$ cat config.mk
export PLATFORM = sky130hd
export DESIGN_NAME = lru_key_value_cache
export DESIGN_NICKNAME = d
export VERILOG_FILES = /design/src/rtl/lru_kvc_pkg.sv /design/src/rtl/lru_kvc_store.sv /design/src/rtl/lru_key_value_cache.sv
export VERILOG_INCLUDE_DIRS = /design/src /design/src/rtl
export SDC_FILE = /design/constraint.sdc
export NUM_CORES = 2
export LEC_CHECK = 0
export BUFFER_PORTS_ARGS = -buffer_cell sky130_fd_sc_hd__buf_4
export CAP_MARGIN = 10
export CORE_AREA = 2 2 414 457
export CTS_BUF_LIST = sky130_fd_sc_hd__clkbuf_2
export DETAILED_ROUTE_END_ITERATION = 16
export DIE_AREA = 0 0 416 459
export PLACE_DENSITY = 0.5
export SLEW_MARGIN = 0
export SYNTH_ARGS = -nofsm -noshare
export SYNTH_HDL_FRONTEND = slang
export SYNTH_SLANG_ARGS = --single-unit
$ cat constraint.sdc
create_clock -name clk -period 10.02 [get_ports clk]
set_input_delay 0.501 -clock clk [delete_from_list [all_inputs] [get_ports clk]]
set_output_delay 0.501 -clock clk [all_outputs]
set_load 0.01 [all_outputs]
$ cat src/rtl/lru_key_value_cache_defines.svh
// Assertion macros for the LRU key/value cache.
// Included by the top level; no other dependencies.
`ifndef LRU_KEY_VALUE_CACHE_DEFINES_SVH
`define LRU_KEY_VALUE_CACHE_DEFINES_SVH

`ifndef SYNTHESIS
// Check a property on every rising clock edge outside reset.
`define LKV_ASSERT(label, clock, reset, prop, msg) \
  label: assert property (@(posedge clock) disable iff (reset) (prop)) else $error(msg);
// Check a property on every rising clock edge, reset included.
`define LKV_ASSERT_ALWAYS(label, clock, prop, msg) \
  label: assert property (@(posedge clock) (prop)) else $error(msg);
`else
`define LKV_ASSERT(label, clock, reset, prop, msg)
`define LKV_ASSERT_ALWAYS(label, clock, prop, msg)
`endif

`endif

$ cat src/rtl/lru_kvc_pkg.sv
// Shared constants, operation codes and request/response structs for the
// LRU key/value cache. No dependencies.
`default_nettype none

package lru_kvc_pkg;

  localparam int MAX_ENTRIES = 16;
  localparam int KEY_W       = 32;
  localparam int VALUE_W     = 32;
  localparam int CTR_W       = 32;
  localparam int IDX_W       = $clog2(MAX_ENTRIES);
  localparam int RANK_W      = $clog2(MAX_ENTRIES);
  localparam int CNT_W       = $clog2(MAX_ENTRIES + 1);
  localparam int CAP_W       = 5;
  localparam int FUNC_W      = 2;

  localparam logic [CAP_W-1:0] CAP_RESET = CAP_W'(16);

  typedef enum logic [FUNC_W-1:0] {
    FUNC_GET   = 2'd0,
    FUNC_PUT   = 2'd1,
    FUNC_PROBE = 2'd2,
    FUNC_CLEAR = 2'd3
  } func_t;

  typedef struct packed {
    logic               fire;
    func_t              func;
    logic [KEY_W-1:0]   key;
    logic [VALUE_W-1:0] value;
  } req_t;

  typedef struct packed {
    logic               hit;
    logic [VALUE_W-1:0] read_value;
    logic [CNT_W-1:0]   entry_count;
  } rsp_t;

endpackage

`default_nettype wire

$ cat src/rtl/lru_kvc_store.sv
// Entry store of the LRU key/value cache: tags, values, valid bits, recency
// ranks and the fill count, with the combinational lookup and registered update.
// Depends on lru_kvc_pkg.
`default_nettype none

module lru_kvc_store
  import lru_kvc_pkg::*;
(
  input  wire logic             clk,
  input  wire logic             rst,
  input  wire logic [CAP_W-1:0] capacity,
  input  wire req_t             req,
  output rsp_t                  rsp
);

  logic [KEY_W-1:0]   keys   [MAX_ENTRIES];
  logic [VALUE_W-1:0] values [MAX_ENTRIES];
  logic [RANK_W-1:0]  rank   [MAX_ENTRIES];
  logic [MAX_ENTRIES-1:0] valid;
  logic [CNT_W-1:0]   count;

  logic [RANK_W-1:0]  rank_next [MAX_ENTRIES];
  logic [MAX_ENTRIES-1:0] valid_next;
  logic [CNT_W-1:0]   count_next;

  logic [MAX_ENTRIES-1:0] match;
  logic                   hit_any;
  logic [IDX_W-1:0]       hit_idx;
  logic [IDX_W-1:0]       free_idx;
  logic [IDX_W-1:0]       victim_idx;
  logic [IDX_W-1:0]       ins_idx;
  logic [CNT_W-1:0]       eff_cap;
  logic                   full;
  logic [RANK_W-1:0]      hit_rank;
  logic                   do_write;
  logic [IDX_W-1:0]       wr_idx;

  // Parallel tag compare and lowest-index picks.
  always_comb begin
    hit_idx    = '0;
    free_idx   = '0;
    victim_idx = '0;
    for (int i = 0; i < MAX_ENTRIES; i++) begin
      match[i] = valid[i] && (keys[i] == req.key);
    end
    for (int i = MAX_ENTRIES - 1; i >= 0; i--) begin
      if (match[i]) begin
        hit_idx = IDX_W'(i);
      end
      if (!valid[i]) begin
        free_idx = IDX_W'(i);
      end
      // Ranks of valid entries are a permutation of 0..count-1.
      if (valid[i] && ({1'b0, rank[i]} == (count - CNT_W'(1)))) begin
        victim_idx = IDX_W'(i);
      end
    end
    hit_any  = |match;
    hit_rank = rank[hit_idx];
  end

  // Clamp capacity to 1..MAX_ENTRIES.
  always_comb begin
    if (capacity == '0) begin
      eff_cap = CNT_W'(1);
    end else if (CNT_W'(capacity) > CNT_W'(MAX_ENTRIES)) begin
      eff_cap = CNT_W'(MAX_ENTRIES);
    end else begin
      eff_cap = CNT_W'(capacity);
    end
  end

  assign full    = count >= eff_cap;
  assign ins_idx = full ? victim_idx : free_idx;

  always_comb begin
    valid_next = valid;
    count_next = count;
    do_write   = 1'b0;
    wr_idx     = hit_idx;
    for (int i = 0; i < MAX_ENTRIES; i++) begin
      rank_next[i] = rank[i];
    end
    if (req.fire) begin
      case (req.func)
        FUNC_GET, FUNC_PUT: begin
          if (hit_any) begin
            // Refresh: entries more recent than the hit move down one.
            do_write = (req.func == FUNC_PUT);
            for (int i = 0; i < MAX_ENTRIES; i++) begin
              if (valid[i] && (IDX_W'(i) != hit_idx) && (rank[i] < hit_rank)) begin
                rank_next[i] = rank[i] + RANK_W'(1);
              end
            end
            rank_next[hit_idx] = '0;
          end else if (req.func == FUNC_PUT) begin
            // Insert as most recent, replacing the oldest entry when full.
            do_write = 1'b1;
            wr_idx   = ins_idx;
            for (int i = 0; i < MAX_ENTRIES; i++) begin
              if (valid[i] && (IDX_W'(i) != ins_idx)) begin
                rank_next[i] = rank[i] + RANK_W'(1);
              end
            end
            rank_next[ins_idx]  = '0;
            valid_next[ins_idx] = 1'b1;
            if (!full) begin
              count_next = count + CNT_W'(1);
            end
          end
        end
        FUNC_PROBE: begin
        end
        FUNC_CLEAR: begin
          valid_next = '0;
          count_next = '0;
          for (int i = 0; i < MAX_ENTRIES; i++) begin
            rank_next[i] = '0;
          end
        end
        default: begin
        end
      endcase
    end
  end

  always_ff @(posedge clk) begin
    if (rst) begin
      valid <= '0;
      count <= '0;
      for (int i = 0; i < MAX_ENTRIES; i++) begin
        rank[i] <= '0;
      end
    end else begin
      valid <= valid_next;
      count <= count_next;
      for (int i = 0; i < MAX_ENTRIES; i++) begin
        rank[i] <= rank_next[i];
      end
    end
  end

  // Tag and value storage: no reset, never read while invalid.
  always_ff @(posedge clk) begin
    if (do_write) begin
      keys[wr_idx]   <= req.key;
      values[wr_idx] <= req.value;
    end
  end

  always_comb begin
    rsp.hit         = hit_any && (req.func != FUNC_CLEAR);
    rsp.read_value  = (hit_any && (req.func == FUNC_GET)) ? values[hit_idx] : '0;
    rsp.entry_count = count_next;
  end

endmodule

`default_nettype wire

$ cat src/rtl/lru_key_value_cache.sv
// Top level of the LRU key/value cache: stream ports, input and result
// registers, get statistics. Depends on lru_kvc_pkg, lru_kvc_store and
// lru_key_value_cache_defines.svh.
`default_nettype none
`include "lru_key_value_cache_defines.svh"

// Fully associative 16-entry key/value cache with least-recently-used
// replacement. Each input transfer carries an operation in tuser (get, put,
// probe, clear) and a key and value in tdata; each one yields exactly one
// result transfer with the hit flag in tuser and, in tdata, the read value,
// the entry count after the operation and the wrapping get/hit/miss
// counters. A request lands in an input register, then the tag compare and
// recency-rank update over all sixteen entries write the entry store and
// the result register together. The block takes one request per cycle;
// each result is valid once held in the result register. The only thing that
// slows it is backpressure on the result side, which holds the result
// register and in turn the input register. capacity (1..16, zero reads as
// 1, larger values as 16) may be written only while idle; lowering it below
// the current count drops nothing at once. Clear empties the entries and
// keeps the counters. There is no clearing pass after reset.
module lru_key_value_cache
  import lru_kvc_pkg::*;
(
  input  wire logic                 clk,
  input  wire logic                 rst,
  // configuration: capacity
  input  wire logic                 cfg_we,
  input  wire logic [CAP_W-1:0]     cfg_wdata,
  // requests
  input  wire logic                 s_axis_tvalid,
  output logic                      s_axis_tready,
  input  wire logic [63:0]          s_axis_tdata,   // key[31:0], value[63:32]
  input  wire logic [FUNC_W-1:0]    s_axis_tuser,   // func[1:0]
  // results
  output logic                      m_axis_tvalid,
  input  wire logic                 m_axis_tready,
  output logic [135:0]              m_axis_tdata,   // read_value[31:0],
                                                    // entry_count[36:32],
                                                    // access_count[68:37],
                                                    // hit_count[100:69],
                                                    // miss_count[132:101], zero pad
  output logic [0:0]                m_axis_tuser    // hit[0]
);

  localparam int M_FIELDS_W = VALUE_W + CNT_W + 3 * CTR_W;
  localparam int M_DATA_W   = ((M_FIELDS_W + 7) / 8) * 8;

  // Capacity register.
  logic [CAP_W-1:0] capacity;

  // Input register.
  logic               in_valid;
  func_t              in_func;
  logic [KEY_W-1:0]   in_key;
  logic [VALUE_W-1:0] in_value;

  // Result register.
  logic               out_valid;
  logic               out_hit;
  logic [VALUE_W-1:0] out_read_value;
  logic [CNT_W-1:0]   out_entry_count;
  logic [CTR_W-1:0]   out_access;
  logic [CTR_W-1:0]   out_hits;
  logic [CTR_W-1:0]   out_misses;

  // Get statistics.
  logic [CTR_W-1:0] access_cnt;
  logic [CTR_W-1:0] hit_cnt;
  logic [CTR_W-1:0] miss_cnt;
  logic [CTR_W-1:0] access_cnt_next;
  logic [CTR_W-1:0] hit_cnt_next;
  logic [CTR_W-1:0] miss_cnt_next;

  logic advance;
  req_t req;
  rsp_t rsp;

  // Move the input item into the result register whenever that slot is free
  // or is being drained this cycle.
  assign advance       = in_valid && (!out_valid || m_axis_tready);
  assign s_axis_tready = !in_valid || advance;

  always_ff @(posedge clk) begin
    if (rst) begin
      capacity <= CAP_RESET;
    end else if (cfg_we) begin
      capacity <= cfg_wdata;
    end
  end

  // Input register: load on every input transfer.
  always_ff @(posedge clk) begin
    if (rst) begin
      in_valid <= 1'b0;
    end else if (s_axis_tready) begin
      in_valid <= s_axis_tvalid;
    end
  end

  always_ff @(posedge clk) begin
    if (s_axis_tvalid && s_axis_tready) begin
      in_func  <= func_t'(s_axis_tuser);
      in_key   <= s_axis_tdata[KEY_W-1:0];
      in_value <= s_axis_tdata[KEY_W +: VALUE_W];
    end
  end

  always_comb begin
    req.fire  = advance;
    req.func  = in_func;
    req.key   = in_key;
    req.value = in_value;
  end

  lru_kvc_store u_store (
    .clk      (clk),
    .rst      (rst),
    .capacity (capacity),
    .req      (req),
    .rsp      (rsp)
  );

  // Count gets; the result carries the counters after this operation.
  always_comb begin
    access_cnt_next = access_cnt;
    hit_cnt_next    = hit_cnt;
    miss_cnt_next   = miss_cnt;
    if (advance && (in_func == FUNC_GET)) begin
      access_cnt_next = access_cnt + CTR_W'(1);
      if (rsp.hit) begin
        hit_cnt_next = hit_cnt + CTR_W'(1);
      end else begin
        miss_cnt_next = miss_cnt + CTR_W'(1);
      end
    end
  end

  always_ff @(posedge clk) begin
    if (rst) begin
      access_cnt <= '0;
      hit_cnt    <= '0;
      miss_cnt   <= '0;
    end else begin
      access_cnt <= access_cnt_next;
      hit_cnt    <= hit_cnt_next;
      miss_cnt   <= miss_cnt_next;
    end
  end

  // Result register: hold while the downstream side stalls.
  always_ff @(posedge clk) begin
    if (rst) begin
      out_valid <= 1'b0;
    end else if (advance) begin
      out_valid <= 1'b1;
    end else if (m_axis_tready) begin
      out_valid <= 1'b0;
    end
  end

  always_ff @(posedge clk) begin
    if (advance) begin
      out_hit         <= rsp.hit;
      out_read_value  <= rsp.read_value;
      out_entry_count <= rsp.entry_count;
      out_access      <= access_cnt_next;
      out_hits        <= hit_cnt_next;
      out_misses      <= miss_cnt_next;
    end
  end

  assign m_axis_tvalid = out_valid;
  assign m_axis_tuser  = out_hit;
  assign m_axis_tdata  = {(M_DATA_W - M_FIELDS_W)'(0), out_misses, out_hits, out_access,
                          out_entry_count, out_read_value};

  // Every get is counted exactly once as a hit or a miss.
  `LKV_ASSERT(a_counts_balance, clk, rst,
    out_valid |-> ((out_hits + out_misses) == out_access),
    "hit and miss counts do not add up to the access count")

  // A miss never returns data.
  `LKV_ASSERT(a_miss_zero, clk, rst,
    (out_valid && !out_hit) |-> (out_read_value == '0),
    "nonzero read value without a hit")

  // Clear leaves an empty cache and reports no hit.
  `LKV_ASSERT(a_clear_empties, clk, rst,
    (advance && (in_func == FUNC_CLEAR)) |=> (out_valid && !out_hit && (out_entry_count == '0)),
    "clear did not empty the cache")

  // After a put the cache holds at least one entry and never more than MAX_ENTRIES.
  `LKV_ASSERT(a_put_count, clk, rst,
    (advance && (in_func == FUNC_PUT))
      |=> ((out_entry_count != '0) && (out_entry_count <= CNT_W'(MAX_ENTRIES))),
    "entry count out of range after put")

endmodule

`default_nettype wire
# Word-level counts from Yosys, hierarchy flattened
# Memory sizes are Yosys's and may differ from the RTL's. A register that Yosys moved wholly into a read port is not among the register bits.
# Index checks and enable logic that the tools add are counted.
dict set report totals {
  ramBits 1088
  wordCells 505
  regBits 292
  romBits 0
  out_inout_bits 139
  latch_bits 0
  mem_count 3
}
dict set report op_classes {
  order_cmp 24
  n_mux 249
  div_mod_pow 0
  eq_ne 67
  bitwise_logic 23
  multipliers 0
  reduce_logical 102
  shift 0
  add_sub_neg 21
}
# memory depth word_bits read_ports rd_clocked_by_memory_dff write_ports line_no
set mem_list {}
lappend mem_list {u_store.keys 16 32 16 0 1 lru_kvc_store.sv:16} ;# logic [KEY_W-1:0] keys [MAX_ENTRIES];
lappend mem_list {u_store.values 16 32 1 1 1 lru_kvc_store.sv:17} ;# logic [VALUE_W-1:0] values [MAX_ENTRIES];
lappend mem_list {u_store.rank 16 4 17 0 16 lru_kvc_store.sv:18} ;# logic [RANK_W-1:0] rank [MAX_ENTRIES];
# operator n
set ops {}
lappend ops {{4-bit two-way mux} 215}
lappend ops {{32-bit equality test} 16}
lappend ops {{64-bit two-way mux} 3}
lappend ops {{32-bit two-way mux} 5}
lappend ops {{64-bit bitwise AND} 2}
lappend ops {{64-bit NOT} 2}
lappend ops {{64-bit case mux with 2 select lines} 1}
lappend ops {{32-bit by 1-bit adder with 32-bit output (second input constant)} 3}
lappend ops {{1-bit logical AND} 88}
lappend ops {{4-bit by 5-bit equality test with 1-bit output} 16}
lappend ops {{4-bit by 1-bit adder with 4-bit output (second input constant)} 16}
lappend ops {{4-bit < comparator} 16}
lappend ops {{4-bit inequality test (first input constant)} 16}
lappend ops {{4-bit demux with 4-bit select} 2}
lappend ops {{16-bit two-way mux} 2}
lappend ops {{3-bit by 4-bit inequality test with 1-bit output (first input constant)} 8}
lappend ops {{16-bit case mux with 2 select lines} 1}
lappend ops {{5-bit two-way mux} 6}
lappend ops {{2-bit by 4-bit inequality test with 1-bit output (first input constant)} 4}
lappend ops {{1-bit OR} 16}
lappend ops {{16-bit OR} 1}
lappend ops {{16-bit OR reduction} 1}
lappend ops {{1-bit two-way mux} 12}
lappend ops {{5-bit greater-or-equal comparator (second input constant)} 2}
lappend ops {{other kinds (23)} 32}

# Longest topological paths before layout
dict set report depth {
  depth_word 33
  depth_mapped 27
}

# Cells and area by module
# A second synthesis with hierarchy kept.
dict set report hier_totals {
  hier_cells 4720
  area_unflattened_um2 62690.1
}
# mod n_inst area_per_inst_um2 seq_area_each_um2 cells_per_inst
set modules_own_cells {}
lappend modules_own_cells {lru_kvc_store 1 51450.6 32451.1 3941}
lappend modules_own_cells {lru_key_value_cache 1 11239.5 8067.7 779}

# Worst setup path before layout
# No wires, ideal clock.
dict set report synth_path {
  path_type {reg-to-reg}
  from {register u_store.count[0]}
  to {memory u_store.keys[10][0] (enable)}
  t_arrival_ps 6664
  stages_incl_launch_ff 18
  n_path_buf 5
  setup_slack_ps 2870
  path_cell_list {dfxtp_1 > clkbuf_1 > buf_1 > inv_1 > ha_1 > clkbuf_1 > clkbuf_1 > xor2_1 > nand3_1 > nor4_1 > o21bai_1 > a31oi_1 > o21a_1 > clkbuf_1 > nor2_1 > nor2_1 > nand2_1 > nor2_1}
}
dict set report synth_between {
  elab_chain_len 24
  word_cells_on_any_way 55
  cone_classes {1 x add/sub; 1 x order compare; 16 x eq/ne; 21 x mux; 16 x reduce/logical}
}
# item line_no
set synth_rtl {}
lappend synth_rtl {{from (decl)} lru_kvc_store.sv:20} ;# logic [CNT_W-1:0] count;
lappend synth_rtl {{from (signal assigned)} lru_kvc_store.sv:136} ;# count <= count_next;
lappend synth_rtl {{5-bit by 1-bit subtractor with 5-bit output} lru_kvc_store.sv:54} ;# if (valid[i] && ({1'b0, rank[i]} == (count - CNT_W'(1)))) begin
lappend synth_rtl {{4-bit by 5-bit equality test with 1-bit output} lru_kvc_store.sv:54}
lappend synth_rtl {{1-bit logical AND} lru_kvc_store.sv:54}
lappend synth_rtl {{4-bit two-way mux (16 in a row)} lru_kvc_store.sv:54}
lappend synth_rtl {{4-bit two-way mux (*)} lru_kvc_store.sv:74} ;# assign ins_idx = full ? victim_idx : free_idx;
lappend synth_rtl {{4-bit two-way mux (*)} lru_kvc_store.sv:96} ;# end else if (req.func == FUNC_PUT) begin
lappend synth_rtl {{4-bit two-way mux (*)} lru_kvc_store.sv:87} ;# if (hit_any) begin
lappend synth_rtl {{4-bit two-way mux (*)} lru_kvc_store.sv:85} ;# case (req.func)
lappend synth_rtl {{4-bit two-way mux (*)} lru_kvc_store.sv:84} ;# if (req.fire) begin
lappend synth_rtl {{to (decl)} lru_kvc_store.sv:16}
# Every way passes the cells marked *; elsewhere a longest branch is shown, timed or not.

==> qor.yml <==
place:
  preCtsSetupSlack_ns: 2.41
  place_inst: 7550
  dp_hpwl_mm: 123
  dpl_cell_area_mm2: 0.0696
  gp_congestion: 0.884
  port_buffers: 211
clocking:
  clk_pin_slew_ns: 0.10
  htreeDepth: 5
  cts_num_sinks: 1412
  cts_buffers: 392
  cts_root_buf: "clkbuf_2"
  cts.path.max_buffers: 4
  insertion_delay_ns: 1.84
  cts_tree: "done"
timing:
  setup_viol: 0
  worst_pin_slew_ns: 1.29
  slew_violations: 0
  fin_skew_ns: 0.152
  rsz0062_at_grt: "no"
  fin_ws_ns: 2.44
  finalHoldViolations: 0
  finalSetupTns_ns: 0
  slew_headroom: 0.129
  hold_slack_ns: 0.307
  layout_min_cycle_time_ns: 7.58
  max_freq_mhz: 132
  finalCritPeriodShare: 0.757
drt:
  dr_wl_met2_mm: 93.3
  drc: 0
  drt_pass1_iterations: 5
  ant_nets: 0
  wirelength_mm: 201
  drt-vias-per-instance: 5.27
  met1_length_mm: 89.4
  vias: 44700
  routedWlPerCell_um: 23.7
  wl_met3_mm: 12.7
  initialDrtViolationCount: 3559
  maxUsedRoutingLayer: "met4"
critical_path:
  crit_path_start_kind: "flip-flop"
  r2r-start: "in_key[3]"
  path_class: "flip-flop to flip-flop"
  cp.arrival_ns: 9.25
  cp.required_ns: 11.69
  crit_start: "in_key[3]"
  crit_fanout: 161
  endpoint_kind: "flip-flop"
power_and_ir_drop:
  power.internal_mw: 8.24
  seqPwrFrac: 0.583
  p_per_area_mw_per_mm2: 148
  clock_power_share: 0.367
  ir_worst_vdd_v: 0.000117
  p_sw_frac: 0.260
  p_sw_mw: 2.90
  total_power_mw: 11.1
  leakage_nw: 25.9
  power.share.combinational: 0.049
floorplan:
  die_x_um: 416
  core_mm2: 0.187
  die_y_um: 459
  initial_core_util: 0.346
  die-area_mm2: 0.191
  rows: 167
  io_pins: 215
min_path:
  hold_class: "input pin to flip-flop"
  holdCritStartpoint: "s_axis_tdata[0]"
grt:
  grt_overflow: 0
  antenna_found_initial: 6
  track_usage: 0.206
  grt_pass1_wl_mm: 294
  grt_pass1_vias: 44200
  grt_max_degree: 196
layout:
  n_fill_cell: 17900
  finalInstanceArea_mm2: 0.0753
  multiInputGateArea_mm2: 0.0230
  final_cell_count_no_fill: 8468
  area_delta_synth_final_pct: 16.3
  regArea_mm2: 0.0405
  layout.nets: 5874
  fin_util: 0.403
  drive_gt1_frac: 0.176
status:
  status: "complete, no violations"
synthesis:
  synthTopCellsByCount: "1224 x edfxtp_1, 509 x xor2_1, 266 x a21oi_1, 256 x nand2_1, 238 x nor2_1"
  synth_top_area_frac: 0.567
  yosys_warnings: 0
  yosys.area.top_type: "edfxtp_1"
  synthArstFlopShare: 0
  synth_cells: 5023
  synth.most_common_cell: "edfxtp_1"
  synth_area_mm2: 0.0648
  ys_seq_area_frac: 0.625
  synthTopCellsByArea: "edfxtp_1 57%, xor2_1 6.9%, dfxtp_1 5.8%"
  synthFlopType: "edfxtp_1"
  syn_area_per_cell_um2: 12.9
  ys_types: 97
  ys_seq_elements: 1412
  synth_edf_count: 1224
flow_run:
  maxCapViolations: 0
cells by family (layout without fill, tap and decap cells):
| group | count (synthesis) | in the layout | share of synthesized area |
|---|---|---|---|
| flops | 1412 | 1412 | 0.625 |
| simple gates | 1479 | 1479 | 0.124 |
| xor+xnor | 728 | 728 | 0.101 |
| compound gates | 789 | 789 | 0.0800 |
| other cells | 1 | 11 | 0.0000579 |
| mux | 199 | 199 | 0.0316 |
| buf+inv | 341 | 1326 | 0.0237 |
| fa+ha+maj | 74 | 74 | 0.0143 |
worst max-delay path: stages (launching register included):
cell and delay (ns):
edfxtp_1 1.10, buf_4 0.38, xor2_1 0.12, nor4_1 0.23, nand3_1 0.14, or4_1 0.60
o211ai_1 0.16, o2111a_1 0.53, o21ba_4 0.51, buf_12 0.57, mux2_2 0.41, o21ai_0 0.15
a21oi_1 0.10, o211ai_1 0.45, buf_4 0.38, ha_1 0.29, a21oi_1 0.20, nand3_1 0.10
or4_4 0.47, a21boi_1 0.19, xor2_1 0.09, a41o_1 0.25
power groups by stage:
| stage | clock network (mW) | logic (mW) | registers [mW] |
|---|---|---|---|
| 4_1_cts | 4.28 | 0.555 | 6.50 |
| 6_report | 4.09 | 0.551 | 6.50 |
| 3_3_place_gp | 0 | 0.482 | 6.63 |
| 3_5_place_dp | 0 | 0.483 | 6.64 |
| 2_1_floorplan | 0 | 0.234 | 6.62 |
| 5_1_grt | 4.56 | 0.588 | 6.51 |
layout make-up:
| class | instances | share of cell area |
|---|---|---|
| clock inverter | 135 | 0.00893 |
| timing repair buffer | 594 | 0.0684 |
| tap | 2450 | 0.0407 |
| inverter | 52 | 0.00266 |
| clock buffer | 545 | 0.0362 |
| sequential | 1412 | 0.538 |
| antenna | 8 | 0.000266 |
| multi-input combinational | 3272 | 0.305 |
per-layer routing:
layer / global-route usage / up-vias
met3: 0.0416 / 343
met5: 0 / -
met1: 0.277 / 22200
met4: 0.0721 / 0
met2: 0.331 / 1635
li1: - / 20500
what timing repair did:
| action | 4_1_cts | 5_1_grt |
|---|---|---|
| hold endpoints to repair | 319 | 0 |
| hold buffers | 230 | 0 |
| endpoints found under the setup margin | 0 | 0 |
| gates resized for setup | 0 | 0 |
| setup buffers | 0 | 0 |
layout by cell type, fill, tap and decap left out, types with 188 or more instances in the layout:
cell type	netlist	routed
a21oi_1	266	266
buf_4	16	354
clkbuf_2	0	545
dfxtp_1	188	188
dlygate4sd3_1	0	230
edfxtp_1	1224	1224
nand2_1	256	256
nor2_1	238	221
nor4_1	200	198
xnor2_1	205	203
xor2_1	509	509
state kept, by name, summed over array words and instances, names as in the netlist, 2 cells and up:
register and flops:
hit_cnt 32, out_access 32, out_read_value 32, u_store.rank 64, u_store.valid 16, miss_cnt 32, u_store.keys 512, u_store.values 512
out_misses 32, capacity 5, access_cnt 32, u_store.count 5, in_key 32, out_hits 32, in_func 2, out_entry_count 5
in_value 32
path summary, 6_finish.rpt:
path	depth (start not counted)	slack, ns	end
worst max-delay path	21	2.44	u_store.rank[5][2]
worst min-delay path	3	0.31	in_key[0]
worst max register to register	21	2.44	u_store.rank[5][2]
worst min register to register	1	0.56	out_misses[31]
No activity file was read; power rests on OpenSTA's default activity.
